[config.mk]
export PLATFORM = sky130hd
export DESIGN_NAME = scan_linear_resampler
export DESIGN_NICKNAME = d
export VERILOG_FILES = /design/src/rtl/core/slr_pkg.sv /design/src/rtl/core/scan_linear_resampler.sv /design/src/rtl/core/slr_ctrl.sv /design/src/rtl/core/slr_dp.sv
export SDC_FILE = /design/constraint.sdc
export NUM_CORES = 1
export LEC_CHECK = 0
export BUFFER_PORTS_ARGS = -buffer_cell sky130_fd_sc_hd__buf_2
export CAP_MARGIN = 5
export CELL_PAD_IN_SITES_DETAIL_PLACEMENT = 2
export CELL_PAD_IN_SITES_GLOBAL_PLACEMENT = 2
export CORE_UTILIZATION = 37
export CTS_CLUSTER_SIZE = 30
export DETAILED_ROUTE_END_ITERATION = 12
export PLACE_DENSITY_LB_ADDON = 0.05
export SYNTH_ARGS = -nofsm -noshare
export SYNTH_HDL_FRONTEND = slang
export SYNTH_SLANG_ARGS = --single-unit
[constraint.sdc]
create_clock -name clk -period 7.7 [get_ports clk]
set_input_delay 1.54 -clock clk [delete_from_list [all_inputs] [get_ports clk]]
set_output_delay 1.54 -clock clk [all_outputs]
set_load 0.02 [all_outputs]
[src/rtl/core/slr_pkg.sv]
package slr_pkg;

  localparam int STEP_W      = 16;
  localparam int DATA_W      = 16;
  localparam int IDX_W       = 14;
  localparam int MAX_RESULTS = 8;
  localparam int CNT_W       = $clog2(MAX_RESULTS + 1);

  localparam logic [STEP_W-1:0] STEP_RESET = 16'd5793;

  typedef struct packed {
    logic                     ray_valid;
    logic [DATA_W-1:0]        range_reading;
    logic signed [DATA_W-1:0] ray_angle;
    logic                     last_ray;
  } slr_in_t;

  typedef struct packed {
    logic                     out_valid;
    logic [DATA_W-1:0]        out_range;
    logic signed [DATA_W-1:0] out_angle;
    logic [IDX_W-1:0]         sample_index;
    logic                     run_last;
    logic                     scan_end;
  } slr_out_t;

  typedef struct packed {
    logic load;
    logic eval;
    logic sum;
    logic adv;
    logic finish;
  } slr_cmd_t;

  typedef struct packed {
    logic emit;
    logic more;
  } slr_status_t;

endpackage

[src/rtl/core/scan_linear_resampler.sv]
// scan_linear_resampler: an accepted item passes states EVAL and SUM, then its first
// result is offered in OUT; each further result of the same item repeats EVAL, SUM,
// OUT once the previous one is taken. an item with no result frees in_ready from EVAL.
// one item is in flight at a time; a new item waits until its last result is taken.
// the rate is set by the evaluate / multiply / sum sequence of the shared datapath.
// rst_n is synchronous, active low: scan state clears and the step returns to 5793.
module scan_linear_resampler
  import slr_pkg::*;
#(
  parameter int MAX_RAYS       = 4096,
  parameter int STEP_FRAC_BITS = 12
) (
  input  logic              clk,
  input  logic              rst_n,
  input  logic              cfg_valid,
  output logic              cfg_ready,
  input  logic [STEP_W-1:0] cfg_data,
  input  logic              in_valid,
  output logic              in_ready,
  input  slr_in_t           in_data,
  output logic              out_valid,
  input  logic              out_ready,
  output slr_out_t          out_data
);

  slr_cmd_t    cmd;
  slr_status_t status;

  assign cfg_ready = 1'b1;

  slr_ctrl u_ctrl (
    .clk       (clk),
    .rst_n     (rst_n),
    .in_valid  (in_valid),
    .in_ready  (in_ready),
    .out_valid (out_valid),
    .out_ready (out_ready),
    .cmd       (cmd),
    .status    (status)
  );

  slr_dp #(
    .MAX_RAYS       (MAX_RAYS),
    .STEP_FRAC_BITS (STEP_FRAC_BITS)
  ) u_dp (
    .clk       (clk),
    .rst_n     (rst_n),
    .cfg_valid (cfg_valid),
    .cfg_data  (cfg_data),
    .in_data   (in_data),
    .cmd       (cmd),
    .status    (status),
    .out_data  (out_data)
  );

endmodule

[src/rtl/core/slr_ctrl.sv]
module slr_ctrl
  import slr_pkg::*;
(
  input  logic        clk,
  input  logic        rst_n,
  input  logic        in_valid,
  output logic        in_ready,
  output logic        out_valid,
  input  logic        out_ready,
  output slr_cmd_t    cmd,
  input  slr_status_t status
);

  localparam logic [1:0] ST_IDLE = 2'd0;
  localparam logic [1:0] ST_EVAL = 2'd1;
  localparam logic [1:0] ST_SUM  = 2'd2;
  localparam logic [1:0] ST_OUT  = 2'd3;

  logic [1:0] state_r;
  logic [1:0] state_nxt;

  always_comb begin
    cmd       = '0;
    state_nxt = state_r;
    case (state_r)
      ST_IDLE: begin
        if (in_valid) begin
          cmd.load  = 1'b1;
          state_nxt = ST_EVAL;
        end
      end
      ST_EVAL: begin
        if (status.emit) begin
          cmd.eval  = 1'b1;
          state_nxt = ST_SUM;
        end else begin
          cmd.finish = 1'b1;
          state_nxt  = ST_IDLE;
        end
      end
      ST_SUM: begin
        cmd.sum   = 1'b1;
        state_nxt = ST_OUT;
      end
      ST_OUT: begin
        if (out_ready) begin
          cmd.adv = 1'b1;
          if (status.more) begin
            state_nxt = ST_EVAL;
          end else begin
            cmd.finish = 1'b1;
            state_nxt  = ST_IDLE;
          end
        end
      end
      default: begin
        state_nxt = ST_IDLE;
      end
    endcase
  end

  always_ff @(posedge clk) begin
    if (!rst_n) begin
      state_r <= ST_IDLE;
    end else begin
      state_r <= state_nxt;
    end
  end

  assign in_ready  = (state_r == ST_IDLE);
  assign out_valid = (state_r == ST_OUT);

endmodule

[src/rtl/core/slr_dp.sv]
module slr_dp
  import slr_pkg::*;
#(
  parameter int MAX_RAYS       = 4096,
  parameter int STEP_FRAC_BITS = 12
) (
  input  logic              clk,
  input  logic              rst_n,
  input  logic              cfg_valid,
  input  logic [STEP_W-1:0] cfg_data,
  input  slr_in_t           in_data,
  input  slr_cmd_t          cmd,
  output slr_status_t       status,
  output slr_out_t          out_data
);

  localparam int RCW    = $clog2(MAX_RAYS) + 1;
  localparam int PW_A   = RCW + STEP_FRAC_BITS;
  localparam int POS_W  = ((PW_A > STEP_W) ? PW_A : STEP_W) + 1;
  localparam int PROD_W = DATA_W + STEP_FRAC_BITS;
  localparam logic [STEP_W-1:0] MIN_STEP = STEP_W'(1 << (STEP_FRAC_BITS - 2));
  localparam logic [RCW-1:0]    RAY_LAST = RCW'(MAX_RAYS - 1);

  // configuration and scan state
  logic [STEP_W-1:0]        step_r;
  logic                     prev_valid_r;
  logic [DATA_W-1:0]        prev_range_r;
  logic signed [DATA_W-1:0] prev_angle_r;
  logic [RCW-1:0]           ray_cnt_r;
  logic [POS_W-1:0]         pos_r;
  logic [IDX_W-1:0]         smp_cnt_r;
  logic [CNT_W-1:0]         n_r;

  // per-item and per-sample payload
  slr_in_t                  cur_r;
  logic                     last_r;
  logic [PROD_W-1:0]        rng_prod_r;
  logic [PROD_W-1:0]        ang_prod_r;
  logic                     rng_neg_r;
  logic                     ang_neg_r;
  logic                     sv_r;
  logic signed [DATA_W-1:0] ang_left_r;
  logic                     more_r;
  slr_out_t                 out_r;

  logic [STEP_W-1:0]         eff_step;
  logic [STEP_FRAC_BITS-1:0] frac;
  logic [POS_W-1:0]          lim_i;
  logic [POS_W-1:0]          lim_f;
  logic [POS_W-1:0]          pos_add;
  logic                      interp;
  logic                      emit;
  logic                      more;
  logic signed [DATA_W:0]    rng_d;
  logic signed [DATA_W:0]    ang_d;
  logic [DATA_W:0]           rng_abs;
  logic [DATA_W:0]           ang_abs;
  logic [DATA_W-1:0]         rng_part;
  logic [DATA_W-1:0]         ang_part;
  slr_out_t                  out_nxt;

  assign eff_step = (step_r < MIN_STEP) ? MIN_STEP : step_r;
  // ray bases are whole multiples of one ray, so the fraction is the low bits
  assign frac     = pos_r[STEP_FRAC_BITS-1:0];
  assign lim_i    = POS_W'(ray_cnt_r) << STEP_FRAC_BITS;
  assign lim_f    = POS_W'(RCW'(ray_cnt_r + RCW'(1))) << STEP_FRAC_BITS;
  assign pos_add  = pos_r + POS_W'(eff_step);

  assign interp = (pos_r < lim_i);
  assign emit   = (n_r < CNT_W'(MAX_RESULTS)) &&
                  (interp || (last_r && (pos_r < lim_f)));
  // lookahead so the last result of the item can carry run_last
  assign more   = (CNT_W'(n_r + CNT_W'(1)) < CNT_W'(MAX_RESULTS)) &&
                  ((pos_add < lim_i) || (last_r && (pos_add < lim_f)));

  assign rng_d   = $signed({1'b0, cur_r.range_reading}) - $signed({1'b0, prev_range_r});
  assign ang_d   = $signed({cur_r.ray_angle[DATA_W-1], cur_r.ray_angle}) -
                   $signed({prev_angle_r[DATA_W-1], prev_angle_r});
  assign rng_abs = rng_d[DATA_W] ? (DATA_W+1)'(0) - rng_d : rng_d;
  assign ang_abs = ang_d[DATA_W] ? (DATA_W+1)'(0) - ang_d : ang_d;

  assign rng_part = rng_prod_r[STEP_FRAC_BITS +: DATA_W];
  assign ang_part = ang_prod_r[STEP_FRAC_BITS +: DATA_W];

  always_comb begin
    out_nxt              = '0;
    out_nxt.out_valid    = sv_r;
    out_nxt.sample_index = smp_cnt_r;
    out_nxt.run_last     = !more_r;
    out_nxt.scan_end     = last_r && !more_r;
    if (sv_r) begin
      out_nxt.out_range = rng_neg_r ? prev_range_r - rng_part : prev_range_r + rng_part;
      out_nxt.out_angle = ang_neg_r ? prev_angle_r - $signed(ang_part)
                                    : prev_angle_r + $signed(ang_part);
    end else begin
      out_nxt.out_range = '0;
      out_nxt.out_angle = ang_left_r;
    end
  end

  always_ff @(posedge clk) begin
    if (!rst_n) begin
      step_r       <= STEP_RESET;
      prev_valid_r <= 1'b0;
      prev_range_r <= '0;
      prev_angle_r <= '0;
      ray_cnt_r    <= '0;
      pos_r        <= '0;
      smp_cnt_r    <= '0;
      n_r          <= '0;
    end else begin
      if (cfg_valid) begin
        step_r <= cfg_data;
      end
      if (cmd.load) begin
        n_r <= '0;
      end else if (cmd.adv) begin
        n_r <= n_r + CNT_W'(1);
      end
      // end of item: clear on the last ray, otherwise it becomes the left ray
      if (cmd.finish && last_r) begin
        prev_valid_r <= 1'b0;
        prev_range_r <= '0;
        prev_angle_r <= '0;
        ray_cnt_r    <= '0;
        pos_r        <= '0;
        smp_cnt_r    <= '0;
      end else begin
        if (cmd.adv) begin
          pos_r     <= pos_add;
          smp_cnt_r <= smp_cnt_r + IDX_W'(1);
        end
        if (cmd.finish) begin
          prev_valid_r <= cur_r.ray_valid;
          prev_range_r <= cur_r.range_reading;
          prev_angle_r <= cur_r.ray_angle;
          ray_cnt_r    <= ray_cnt_r + RCW'(1);
        end
      end
    end
  end

  always_ff @(posedge clk) begin
    if (cmd.load) begin
      cur_r  <= in_data;
      last_r <= in_data.last_ray || (ray_cnt_r >= RAY_LAST);
    end
    if (cmd.eval) begin
      rng_prod_r <= PROD_W'(rng_abs[DATA_W-1:0]) * PROD_W'(frac);
      ang_prod_r <= PROD_W'(ang_abs[DATA_W-1:0]) * PROD_W'(frac);
      rng_neg_r  <= rng_d[DATA_W];
      ang_neg_r  <= ang_d[DATA_W];
      sv_r       <= interp && prev_valid_r && cur_r.ray_valid;
      ang_left_r <= interp ? prev_angle_r : cur_r.ray_angle;
      more_r     <= more;
    end
    if (cmd.sum) begin
      out_r <= out_nxt;
    end
  end

  assign status.emit = emit;
  assign status.more = more_r;
  assign out_data    = out_r;

endmodule

==> flow_metrics.tcl <==
set metrics [dict create \
    clock-root-buffer "clkbuf_16" \
    finClkSkew_ns 0.02778 \
    mostFrequentLayoutCell "inv_1" \
    initial_core_util_pct 37.66 \
    critPathTopFamily "adder cells" \
    portBuffers 105 \
    design.core.area_um2 70640 \
    routabilityCongestion 0.8841 \
    power.density_nw_per_um2 159.4 \
    maxCapViolations 0 \
    fin_cells 4289 \
    die_x_um 270.2 \
    hp-class "reg -> reg" \
    ir_drop_mv 0.1466 \
    drt_iter0_markers 974 \
    viasPerCell 5.305 \
    finalNetCount 3918 \
    end_kind "flop" \
    slew_headroom_pct 34.32 \
    dieArea_um2 72980 \
    cpMostUsedCell "fa_1" \
    netlist_area_um2 26600 \
    synth_edf_count 135 \
    dr.pass1.iters 6 \
    ys.flop_type "edfxtp_1" \
    htree_levels 2 \
    antenna_found_initial 0 \
    fin_area_um2 33630 \
    tightest_slew_ns 0.9853 \
    diodes 0 \
    whs_ns 0.4637 \
    worst_setup_path_start_kind "flop" \
    drive_gt1_share_pct 25.11 \
    ys_ff_latch 243 \
    cts_tree "yes" \
    grt_pass1_vias 26180 \
    postLayoutCoreUtil_pct 47.61 \
    wl_per_cell_um 24.26 \
    post-route-period-util_pct 109.7 \
    cp.arrival_ns 8.75 \
    die_h_um 270.2 \
    syn_nets 3510 \
    ios 107 \
    hold_buffers 0 \
    final_max_slew_viol_count 0 \
    min_period_ns 8.445 \
    dp.final_hpwl_mm 73.55 \
    grtUsageTotal_pct 26.09 \
    clkTransAtPathRegs_ns 0.06 \
    yosys_warnings 0 \
    routed_wl_mm 104.1 \
    violations "setup timing" \
    async_flop_share_pct 0 \
    row_count 97 \
    ys_seq_area_share_pct 23.36 \
    clock-sinks 243 \
    area_growth_pct 26.40 \
    grt-ovfl-total 0 \
    hold_viol 0 \
    dpl.cell_count 4142 \
    clkLatencyLatePin_ns 0.57 \
    path_class "reg -> reg" \
    final_cell_mix "inv_1 (387), buf_4 (348), nand2_1 (304)" \
    cts_buffers 34 \
    fmax_mhz 118.4 \
    cts_max_path_buffers 3 \
    cp_max_fo 3 \
    critPathSlowestCell "fa_1" \
    leakagePower_nw 15.75 \
    place_ws_ns -1.075 \
    rsz0062_at_grt "true" \
    grt_pass1_wl_mm 149.8 \
    synthDistinctLibCells 81 \
    n_fill_cell 7486 \
    setup_slack_ns -0.7447 \
    ant_nets 0 \
    crit_buf_inv 6 \
    slowest_delay_ns 0.54 \
    setup_violations 30 \
    drc 0 \
    critPathRequiredTime_ns 8.00 \
    avgSynthCellArea_um2 9.127 \
    grt_max_degree 76 \
    vias 22750 \
    dpl-instance-area_um2 30270 \
    status "finished with violations" \
    postSynthCellCount 2915 \
]
[final timing paths]
kind	cells past startpoint	end	from	slack, ns
worst max-delay path	33	u_dp.rng_prod_r[25]$_DFFE_PP_	u_dp.cur_r[17]$_DFFE_PP_	-0.74
worst min-delay path	0	u_dp.out_data[15]$_DFFE_PN_	u_dp.smp_cnt_r[13]$_SDFFE_PP0P_	0.46
worst min register to register	0	u_dp.out_data[15]$_DFFE_PN_	u_dp.smp_cnt_r[13]$_SDFFE_PP0P_	0.46
worst max register to register	33	u_dp.rng_prod_r[25]$_DFFE_PP_	u_dp.cur_r[17]$_DFFE_PP_	-0.74
[registers in the layout, summed over array words and instances (netlist names), named ones only]
name               flops
u_dp.ang_prod_r       16
u_dp.prev_angle_r     16
u_dp.out_data         49
u_dp.sv_r              1
u_dp.rng_neg_r         1
u_dp.pos_r            26
u_dp.step_r           16
u_dp.ang_neg_r         1
u_dp.prev_range_r     16
u_dp.ang_left_r       16
u_dp.n_r               4
u_dp.rng_prod_r       16
u_dp.prev_valid_r      1
u_dp.ray_cnt_r        13
u_dp.more_r            1
u_dp.smp_cnt_r        14
u_ctrl.state_r         1
u_dp.last_r            1
u_dp.cur_r            33
[worst register-to-register path, delay by kind of cell, from the launching register on]
family          cells  cell delay, ns
compound gates     10            2.10
buf+inv             6            0.57
xor+xnor            3            0.44
fa+ha+maj           8            3.27
simple gates        6            1.37
flops               1            0.43
[what timing repair did]
action / CTS / global route
resized for setup: 202 / 163
pin swaps: 135 / 123
buffers inserted: 46 / 43
endpoints found under the setup margin: 29 / 30
[per-layer routing]
layer / track usage [%] / up-vias / part of all wire, %
li1: - / 10310 / -
met1: 34.09 / 11910 / 44
met2: 46.35 / 398 / 51
met3: 2.534 / 140 / 3.0
met4: 5.712 / 0 / 2.1
met5: 0 / - / 0
[layout make-up]
class / instances / area [µm²] / area share, %
clock buffers: 46 / 947.2 / 2.817
well taps: 940 / 1176 / 3.498
flip-flops and latches: 243 / 6222 / 18.50
repair buffers: 496 / 3685 / 10.96
inverters: 417 / 1572 / 4.673
multi-input cells: 2131 / 19890 / 59.15
clock inverters: 16 / 135.1 / 0.4018
[kinds of logic after synthesis]
family / share of synthesized area, %
other cells: 0.01410
flops: 23.36
buf+inv: 7.736
xor+xnor: 6.090
simple gates: 17.10
mux: 2.577
fa+ha+maj: 33.38
compound gates: 9.731
[power breakdown]
| group | total, mW | internal [mW] | switching, mW |
|---|---|---|---|
| logic | 2.25 | 0.986 | 1.27 |
| registers | 1.52 | 1.46 | 0.0608 |
| clock network | 1.59 | 0.907 | 0.679 |
[synthesized netlist by cell type (all sizes together), types with 7 or more instances]
master | number | area [µm²]
o21a | 22 | 165.2
nor3b | 15 | 112.6
nor4 | 7 | 43.79
nand2 | 322 | 1209
a21boi | 10 | 75.07
and3 | 27 | 168.9
o31ai | 9 | 72.57
xor2 | 46 | 402.9
o211ai | 12 | 90.09
buf | 11 | 68.81
xnor2 | 139 | 1217
fa | 283 | 5665
ha | 257 | 3216
inv | 417 | 1565
a21oi | 124 | 628.1
a211oi | 10 | 80.07
a31oi | 12 | 75.07
nor2 | 185 | 694.4
clkbuf | 113 | 424.2
or3 | 8 | 50.05
nand2b | 37 | 231.5
o21ai | 104 | 520.5
nor2b | 54 | 337.8
and2 | 148 | 943.4
edfxtp | 135 | 4054
nand3 | 49 | 245.2
o21bai | 13 | 97.59
mux2 | 12 | 135.1
mux2i | 55 | 550.5
a21o | 41 | 307.8
nand4 | 11 | 68.82
nor3 | 36 | 191.4
dfxtp | 108 | 2162
[metrics by stage]
stage,TNS (ns),power [mW]
after floorplan,-0.07855,2.395
after global placement,-8.797,3.257
after detailed placement,-16.98,3.330
after CTS,-1.550,5.121
after global routing,-16.36,5.571
final,-10.75,5.360
(Power assumes the default switching activity.)
